==> config.mk <==
export PLATFORM = sky130hd
export DESIGN_NAME = ubx_velocity_frame_parser
export DESIGN_NICKNAME = d
export VERILOG_FILES = /design/src/hdl/ubxv_pkg.sv /design/src/hdl/ubx_velocity_frame_parser.sv /design/src/hdl/ubxv_fletcher.sv
export SDC_FILE = /design/constraint.sdc
export NUM_CORES = 1
export LEC_CHECK = 0
export ABC_AREA = 0
export BUFFER_PORTS_ARGS = -buffer_cell sky130_fd_sc_hd__buf_4
export CAP_MARGIN = 25
export CORE_MARGIN = 3
export CORE_UTILIZATION = 63
export CTS_BUF_LIST = sky130_fd_sc_hd__clkbuf_8
export CTS_CLUSTER_SIZE = 25
export DETAILED_ROUTE_END_ITERATION = 10
export GPL_TIMING_DRIVEN = 1
export PLACE_DENSITY = 0.9
export SYNTH_ARGS = -nofsm -noshare
export SYNTH_HDL_FRONTEND = slang
export SYNTH_SLANG_ARGS = --single-unit
==> constraint.sdc <==
create_clock -name i_clk -period 27.1 [get_ports i_clk]
set_clock_uncertainty 0.15 [all_clocks]
set_input_delay 5.42 -clock i_clk [delete_from_list [all_inputs] [get_ports i_clk]]
set_output_delay 5.42 -clock i_clk [all_outputs]
set_load 0.05 [all_outputs]
==> src/hdl/ubxv_pkg.sv <==
// ubxv_pkg: constants and types shared by the velocity frame parser
// no dependencies
`timescale 1ns / 1ps

package ubxv_pkg;

    localparam logic [7:0] SYNC_ONE        = 8'hB5;
    localparam logic [7:0] SYNC_TWO        = 8'h62;
    localparam logic [7:0] CLASS_VEL       = 8'h01;
    localparam logic [7:0] ID_VEL          = 8'h12;

    localparam int         FRAME_BYTES     = 44;
    localparam int         FIRST_WORD_BYTE = 6;
    localparam int         OUT_FIELDS      = 9;
    localparam int         DEF_WORD_COUNT  = 9;
    localparam int         POS_W           = 6;

    typedef logic [POS_W-1:0] t_pos;
    typedef logic [7:0]       t_byte;
    typedef logic [31:0]      t_word;

    typedef struct packed {
        logic restart;
        logic add;
    } t_sum_ctrl;

endpackage

==> src/hdl/ubx_velocity_frame_parser.sv <==
// ubx_velocity_frame_parser: top level, header hunt, word assembly and result register
// depends on ubxv_pkg and ubxv_fletcher
`timescale 1ns / 1ps

// Takes one receiver byte per beat and accepts a byte in every clock cycle;
// it holds off input only while a finished result waits in the output
// register and the result side is not ready. The 44-byte velocity frame
// (sync b5 62, class 01, id 12) is checked with the 8-bit fletcher sum over
// class through payload, and on a match the nine little-endian payload words
// appear as one result beat the cycle after the last checksum byte is taken.
// A failed checksum gives no beat. The header hunt restarts at the byte after
// a frame; a b5 in a broken header re-arms the hunt.
module ubx_velocity_frame_parser #(
    parameter int WORD_COUNT = ubxv_pkg::DEF_WORD_COUNT
) (
    input  logic               i_clk,
    input  logic               i_rst_n,
    input  logic               i_rx_valid,
    output logic               o_rx_ready,
    input  logic        [7:0]  i_rx_byte,
    output logic               o_vel_valid,
    input  logic               i_vel_ready,
    output logic signed [31:0] o_time_of_week,
    output logic signed [31:0] o_vel_north,
    output logic signed [31:0] o_vel_east,
    output logic signed [31:0] o_vel_down,
    output logic signed [31:0] o_speed_3d,
    output logic signed [31:0] o_ground_speed,
    output logic signed [31:0] o_heading_word,
    output logic signed [31:0] o_speed_accuracy,
    output logic signed [31:0] o_course_accuracy
);
    import ubxv_pkg::*;

    localparam logic [2:0] PH_IDLE  = 3'd0;
    localparam logic [2:0] PH_SYNC1 = 3'd1;
    localparam logic [2:0] PH_SYNC2 = 3'd2;
    localparam logic [2:0] PH_CLASS = 3'd3;
    localparam logic [2:0] PH_BODY  = 3'd4;

    localparam t_pos POS_BODY   = t_pos'(4);
    localparam t_pos POS_FIRST  = t_pos'(FIRST_WORD_BYTE);
    localparam t_pos POS_END    = t_pos'(FIRST_WORD_BYTE + 4 * WORD_COUNT);
    localparam t_pos POS_CK_LOW = t_pos'(FRAME_BYTES - 2);
    localparam t_pos POS_LAST   = t_pos'(FRAME_BYTES - 1);

    logic      [2:0] r_phase, n_phase;
    t_pos            r_pos, n_pos;
    t_byte           r_ck_low;
    t_word           r_store [WORD_COUNT];
    t_word           r_res   [OUT_FIELDS];
    logic            r_vel_valid, n_vel_valid;

    logic            rx_fire;
    logic      [2:0] restart;
    t_sum_ctrl       sum_ctrl;
    t_byte           sum_a, sum_b;
    logic            in_body_sum, in_words, is_last, ck_ok;
    t_pos            rel;
    t_word           res_next [OUT_FIELDS];

    assign o_rx_ready = !r_vel_valid || i_vel_ready;
    assign rx_fire    = i_rx_valid && o_rx_ready;
    assign restart    = (i_rx_byte == SYNC_ONE) ? PH_SYNC1 : PH_IDLE;

    assign in_body_sum = (r_phase == PH_BODY) && (r_pos < POS_CK_LOW);
    assign in_words    = in_body_sum && (r_pos >= POS_FIRST) && (r_pos < POS_END);
    assign rel         = r_pos - POS_FIRST;
    assign is_last     = (r_phase == PH_BODY) && (r_pos == POS_LAST);
    assign ck_ok       = (r_ck_low == sum_a) && (i_rx_byte == sum_b);

    ubxv_fletcher u_fletcher (
        .i_clk   (i_clk),
        .i_rst_n (i_rst_n),
        .i_ctrl  (sum_ctrl),
        .i_byte  (i_rx_byte),
        .o_sum_a (sum_a),
        .o_sum_b (sum_b)
    );

    always_comb begin
        n_phase          = r_phase;
        n_pos            = r_pos;
        sum_ctrl.restart = 1'b0;
        sum_ctrl.add     = 1'b0;
        if (rx_fire) begin
            unique case (r_phase)
                PH_IDLE: begin
                    n_phase = restart;
                end
                PH_SYNC1: begin
                    n_phase = (i_rx_byte == SYNC_TWO) ? PH_SYNC2 : restart;
                end
                PH_SYNC2: begin
                    if (i_rx_byte == CLASS_VEL) begin
                        sum_ctrl.restart = 1'b1;
                        sum_ctrl.add     = 1'b1;
                        n_phase          = PH_CLASS;
                    end else begin
                        n_phase = restart;
                    end
                end
                PH_CLASS: begin
                    if (i_rx_byte == ID_VEL) begin
                        sum_ctrl.add = 1'b1;
                        n_pos        = POS_BODY;
                        n_phase      = PH_BODY;
                    end else begin
                        n_phase = restart;
                    end
                end
                PH_BODY: begin
                    sum_ctrl.add = in_body_sum;
                    if (r_pos == POS_LAST) begin
                        n_phase = PH_IDLE;
                        n_pos   = '0;
                    end else begin
                        n_pos = r_pos + t_pos'(1);
                    end
                end
                default: begin
                    n_phase = restart;
                end
            endcase
        end
    end

    always_comb begin
        for (int k = 0; k < OUT_FIELDS; k++) begin
            res_next[k] = '0;
        end
        for (int k = 0; k < WORD_COUNT; k++) begin
            res_next[k] = r_store[k];
        end
    end

    always_comb begin
        n_vel_valid = r_vel_valid;
        if (rx_fire && is_last && ck_ok) begin
            n_vel_valid = 1'b1;
        end else if (i_vel_ready) begin
            n_vel_valid = 1'b0;
        end
    end

    always_ff @(posedge i_clk) begin
        if (!i_rst_n) begin
            r_phase     <= PH_IDLE;
            r_pos       <= '0;
            r_ck_low    <= 8'd0;
            r_vel_valid <= 1'b0;
        end else begin
            r_phase     <= n_phase;
            r_pos       <= n_pos;
            r_vel_valid <= n_vel_valid;
            if (rx_fire && (r_phase == PH_BODY) && (r_pos == POS_CK_LOW)) begin
                r_ck_low <= i_rx_byte;
            end
        end
    end

    // word store, one byte lane per beat
    always_ff @(posedge i_clk) begin
        if (rx_fire && in_words) begin
            for (int k = 0; k < WORD_COUNT; k++) begin
                for (int l = 0; l < 4; l++) begin
                    if ((int'(rel[POS_W-1:2]) == k) && (int'(rel[1:0]) == l)) begin
                        r_store[k][8*l +: 8] <= i_rx_byte;
                    end
                end
            end
        end
    end

    always_ff @(posedge i_clk) begin
        if (rx_fire && is_last && ck_ok) begin
            for (int k = 0; k < OUT_FIELDS; k++) begin
                r_res[k] <= res_next[k];
            end
        end
    end

    assign o_vel_valid       = r_vel_valid;
    assign o_time_of_week    = r_res[0];
    assign o_vel_north       = r_res[1];
    assign o_vel_east        = r_res[2];
    assign o_vel_down        = r_res[3];
    assign o_speed_3d        = r_res[4];
    assign o_ground_speed    = r_res[5];
    assign o_heading_word    = r_res[6];
    assign o_speed_accuracy  = r_res[7];
    assign o_course_accuracy = r_res[8];

    a_body_pos: assert property (@(posedge i_clk) disable iff (!i_rst_n)
        (r_phase == PH_BODY) |-> ((r_pos >= POS_BODY) && (r_pos <= POS_LAST)))
        else $error("frame position out of range in body");

    a_hunt_pos: assert property (@(posedge i_clk) disable iff (!i_rst_n)
        (r_phase != PH_BODY) |-> (r_pos == '0))
        else $error("frame position not cleared outside body");

    a_result_src: assert property (@(posedge i_clk) disable iff (!i_rst_n)
        (rx_fire && (r_phase == PH_BODY) && (r_pos == POS_LAST) && ck_ok) |=> r_vel_valid)
        else $error("checked frame did not raise a result");

    a_result_rise: assert property (@(posedge i_clk) disable iff (!i_rst_n)
        (!r_vel_valid ##1 r_vel_valid) |-> $past(rx_fire && is_last && ck_ok))
        else $error("result raised without a completed frame");

endmodule

==> src/hdl/ubxv_fletcher.sv <==
// ubxv_fletcher: running 8-bit fletcher sum over accepted frame bytes
// depends on ubxv_pkg
`timescale 1ns / 1ps

module ubxv_fletcher (
    input  logic                i_clk,
    input  logic                i_rst_n,
    input  ubxv_pkg::t_sum_ctrl i_ctrl,
    input  ubxv_pkg::t_byte     i_byte,
    output ubxv_pkg::t_byte     o_sum_a,
    output ubxv_pkg::t_byte     o_sum_b
);
    import ubxv_pkg::*;

    t_byte r_sum_a, r_sum_b;
    t_byte n_sum_a, n_sum_b;
    t_byte base_a, base_b;

    always_comb begin
        base_a  = i_ctrl.restart ? 8'd0 : r_sum_a;
        base_b  = i_ctrl.restart ? 8'd0 : r_sum_b;
        n_sum_a = base_a + i_byte;
        n_sum_b = base_b + n_sum_a;
    end

    always_ff @(posedge i_clk) begin
        if (!i_rst_n) begin
            r_sum_a <= 8'd0;
            r_sum_b <= 8'd0;
        end else if (i_ctrl.add) begin
            r_sum_a <= n_sum_a;
            r_sum_b <= n_sum_b;
        end
    end

    assign o_sum_a = r_sum_a;
    assign o_sum_b = r_sum_b;

endmodule
After elaboration in Yosys (flattened, before gate mapping)
Memory sizes are Yosys's and may differ from the RTL's.
Cells that the tools add are included.
{"block": "word_totals", "regBits": 34, "latch_bits": 0, "ramBits": 576, "romBits": 0, "inputBits": 12, "out_inout_bits": 290, "wordCells": 254, "memories": 2}
{"block": "classes", "addsub": 4, "n_mul": 0, "div_mod_pow": 0, "order_cmp": 2, "eq_ne": 25, "n_shift": 0, "muxes": 152, "bitwise": 0, "n_reduce_logical": 63}
{"memory": "r_res", "words": 9, "word_bits": 32, "rd": 9, "rd_clocked_by_memory_dff": 0, "write_ports": 9, "line": "ubx_velocity_frame_parser.sv:51", "source": "t_word r_res [OUT_FIELDS];"}
{"memory": "r_store", "words": 9, "word_bits": 32, "rd": 9, "rd_clocked_by_memory_dff": 0, "write_ports": 1, "line": "ubx_velocity_frame_parser.sv:50", "source": "t_word r_store [WORD_COUNT];"}
{"op": "32-bit 2-to-1 mux", "n": 8}
{"op": "32-bit OR reduction", "n": 8}
{"op": "1-bit 2-to-1 mux", "n": 115}
{"op": "4-bit 2-to-1 mux", "n": 16}
{"op": "1-bit logical AND", "n": 47}
{"op": "4-bit equality test, second input constant", "n": 5}
{"op": "8-bit adder", "n": 2}
{"op": "8-bit equality test", "n": 2}
{"op": "8-bit 2-to-1 mux", "n": 2}
{"op": "6-bit equality test, second input constant", "n": 2}
{"op": "6-bit 2-to-1 mux", "n": 2}
{"op": "3-bit one-hot mux with 4 select lines", "n": 1}
{"op": "6-bit one-hot mux with 2 select lines", "n": 1}
{"op": "4-bit by 3-bit equality test with 1-bit output, second input constant", "n": 2}
{"op": "8-bit by 1-bit equality test with 1-bit output, second input constant", "n": 1}
{"op": "8-bit by 5-bit equality test with 1-bit output, second input constant", "n": 1}
{"op": "8-bit by 7-bit equality test with 1-bit output, second input constant", "n": 1}
{"op": "8-bit equality test, second input constant", "n": 1}
{"op": "2-bit 2-to-1 mux", "n": 4}
{"op": "6-bit by 1-bit adder with 6-bit output, second input constant", "n": 1}
{"op": "3-bit by 2-bit equality test with 1-bit output, second input constant", "n": 2}
{"op": "6-bit by 3-bit >= comparator with 1-bit output, second input constant", "n": 1}
{"op": "6-bit < comparator, second input constant", "n": 1}
{"op": "3-bit 2-to-1 mux", "n": 2}
{"op": "16 further kinds", "n": 18}

Depth between registers and ports, before layout
{"block": "depth", "word_depth": 16, "ltp_mapped": 18, "mapped_depth_nobuf": 18}

Cells and area by module
From an unflattened synthesis, not the netlist that was laid out.
{"block": "unflattened", "hier_cells": 961, "area_unflattened_um2": 20327.0}
{"mod": "ubx_velocity_frame_parser", "n_inst": 1, "cells_each": 810, "area_each_um2": 19004.5, "seq_area_each_um2": 17656.9}
{"mod": "ubxv_fletcher", "n_inst": 1, "cells_each": 151, "area_each_um2": 1322.5, "seq_area_each_um2": 320.3}

Least setup slack after synthesis
Ideal clock, no wire load.
{"block": "synth_path", "path_type": "input-to-reg", "startpoint": "in i_vel_ready", "endpoint": "mem r_res[0][0] (netlist bit) (enable)", "setup_ns": 0.639, "t_arrival_ns": 12.401, "t_required_ns": 26.311, "path_slack_ns": 13.910, "cell_stages": 7, "n_path_buf": 0, "path_cell_list": "nand2b_1 nand2_2 nor2_1 nand2_1 nor4_1 nand3_1 inv_1"}
{"element": "start: declaration", "line": "ubx_velocity_frame_parser.sv:22", "source": "input logic i_vel_ready,"}
{"element": "end: declaration", "line": "ubx_velocity_frame_parser.sv:51"}

Worst setup path in the final report
{"block": "layout_path", "startpoint": "in i_vel_ready", "endpoint": "out o_rx_ready"}
{"block": "layout_via", "elab_chain_len": 1}
{"element": "1-bit logical OR", "line": "ubx_velocity_frame_parser.sv:62", "source": "assign o_rx_ready = !r_vel_valid || i_vel_ready;"}
{"element": "end: declaration", "line": "ubx_velocity_frame_parser.sv:19", "source": "output logic o_rx_ready,"}
No other way between the ends.

==> impl_metrics.yaml <==
global_route:
  grt_max_degree: 164
  grt_pass1_wl_um: 62100
  overflow: 0
  grt_pass1_vias: 10200
  antenna_found_initial: 0
  gr-usage-all-layers_pct: 25.0
floorplanning:
  start_util_pct: 64.8
  num_rows: 64
  design.die.area_um2: 34000
  die_h_um: 185
  ios: 302
  dieWidth_um: 185
  core-area_um2: 31000
clock_network:
  htree_levels: 3
  cts_hold_buf: 0
  cts.sinks: 610
  post_cts.repair.setup_buffers: 0
  cts_root_buf: "clkbuf_8"
  cts.repair.resized: 0
  cts_tree: "done"
  clk_latency_ns: 0.64
  cts_buffer_depth: 3
  path_clk_slew_ns: 0.07
  cts_made_buffers: 89
timing:
  slew_violations: 0
  rsz0062_at_grt: "no"
  setup_violations: 0
  slew_headroom_pct: 32.3
  finalHoldViolations: 0
  tightest_slew_ns: 1.02
  fmax_ghz: 0.0870
  period_share_pct: 42.4
  period_minus_slack_ns: 11.50
  fin_setup_tns_ns: 0
layout:
  n_antenna_cell: 0
  synthToLayoutAreaGrowth_pct: 21.7
  fillers: 1424
  drive_gt1_share_pct: 31.0
  nNetsFinal: 1331
  final_area_um2: 24400
route:
  drt-initial-drc-count: 1020
  ant_nets: 0
  vias: 9826
  post_drt_via_cell_ratio: 5.58
  dr.pass1.iters: 5
  drt-total-wl_um: 43200
  drcViolationCount: 0
  route.detailed.wl_per_inst_um: 24.5
logic_synthesis:
  synth_edf_count: 576
  yosys.area.top_type_share_pct: 86.1
  ys_async_sr_fraction_pct: 0
  ys_top_cells_by_area: "edfxtp_1 (86%), dfxtp_1 (3.4%), ha_1 (1.2%)"
  syn_area_um2: 20100
  ys_types: 54
  yosysSeqAreaShare_pct: 89.5
  yosys.area.top_type: "edfxtp_1"
  ys_ff_latch: 610
  synth_nets: 946
  syn_inst: 913
  synth.avg_cell_area_um2: 22.0
  synthFlopType: "edfxtp_1"
  synth_warnings: 0
  synth_common_cells: "edfxtp_1 (576), nor2_1 (57), nor2b_1 (38)"
  yosysMostFrequentCell: "edfxtp_1"
setup_path:
  startpoint_type: "primary input"
  crit_type: "primary input to output pin"
  cp.arrival_ns: 5.93
  crit_chain: "buf_4, nand2b_1, buf_4"
  r2r_start: "r_phase[2]"
  endpoint_kind: "output pin"
  slowest_stage: "buf_4"
  required_ns: 21.53
  reg2reg_setup_slack_ns: 22.56
  critical_path.max_fanout: 4
  crit_top_cell: "buf_4"
  startpoint: "i_vel_ready"
  slowest_delay_ns: 0.21
min_path:
  hold_start: "r_store[1][17]"
  hp-class: "register to register"
power:
  peakVddDrop_v: 0.0000490
  p_per_area_nw_per_um2: 69.9
  p_leak_nw: 8.72
placement:
  place_congestion: 0.826
  placed_area_um2: 22800
  hpwl_um: 25400
  port_buffers: 301
run:
  max-cap-violations: 0
outcome:
  status: "completed"
-- where the power goes --
part	internal [mW]	switching, mW	total (mW)	leakage, nW
sequential	1.02	0.00000255	1.02	5.45
combinational	0.00375	0.0140	0.0178	2.31
clock	0.334	0.332	0.667	0.960
-- cells in the final DEF (no fill, tap or decap), types with 6 or more instances in the layout --
master	netlist	final
nand2_1	18	18
a21o_1	6	6
edfxtp_1	576	576
xor2_1	12	12
mux2i_1	22	22
inv_1	9	43
clkinv_2	0	8
clkbuf_8	0	91
o21ai_0	7	7
xnor2_1	20	20
clkinv_1	0	18
nand3_1	13	13
a21oi_1	11	11
nor2b_1	38	38
ha_1	19	19
dfxtp_1	34	34
buf_4	0	302
nor2_1	57	57
-- final cells by class --
type / instances / area, um2 / share of cell area, %
clock buffer: 91 / 1250 / 5.13
clock inverter: 68 / 363 / 1.49
inverter: 9 / 41.3 / 0.169
multi-input combinational: 285 / 2020 / 8.25
sequential: 610 / 18000 / 73.6
tap: 396 / 495 / 2.03
timing repair buffer: 303 / 2290 / 9.36
-- cell families after synthesis --
logic type | Yosys count | share of synthesized area (%)
mux | 22 | 1.10
buf+inv | 18 | 0.424
fa+ha+maj | 21 | 1.38
xor+xnor | 32 | 1.40
simple gates | 160 | 4.33
flops | 610 | 89.5
compound gates | 50 | 1.83
-- per-stage QoR --
step                      utilization [%]  hold slack (ns)  power, mW  instances  setup WS [ns]
after detailed placement             73.6            0.255       1.06       1602          15.61
after global routing                 78.8            0.246       1.76       1762          15.60
final                                78.8            0.235       1.71       1762          15.60
after global placement               73.6            0.251       1.06       1602          15.62
after floorplan                         -            0.250       1.05        913          13.91
after CTS                            78.8            0.233       1.72       1761          15.61
-- worst max-delay path: cells and delay by family --
kind	cells	cell delay, ns
buffers and inverters	2	0.31
and+or+nand+nor	1	0.19
-- per-layer routing --
layer / routed length [um] / up-vias / GRT usage, %
li1: - / 4323 / -
met1: 15800 / 4907 / 30.2
met2: 22500 / 495 / 44.2
met3: 3160 / 101 / 5.07
met4: 1650 / 0 / 10.8
met5: 0 / - / 0
-- final timing paths --
| kind | end | depth (start not counted) |
|---|---|---|
| setup / recovery | o_rx_ready | 3 |
| hold / removal | r_res[0][49] | 0 |
| hold reg to reg | r_res[0][49] | 0 |
| setup reg to reg | u_fletcher.o_sum_b[7] | 19 |
-- flip-flops by register name (all words and copies together), names as in the netlist --
register / cells
r_pos: 6
r_phase: 3
r_ck_low: 8
o_vel_valid: 1
u_fletcher.o_sum_a: 8
r_store: 288
u_fletcher.o_sum_b: 8
r_res: 288
(Power assumes the default switching activity.)
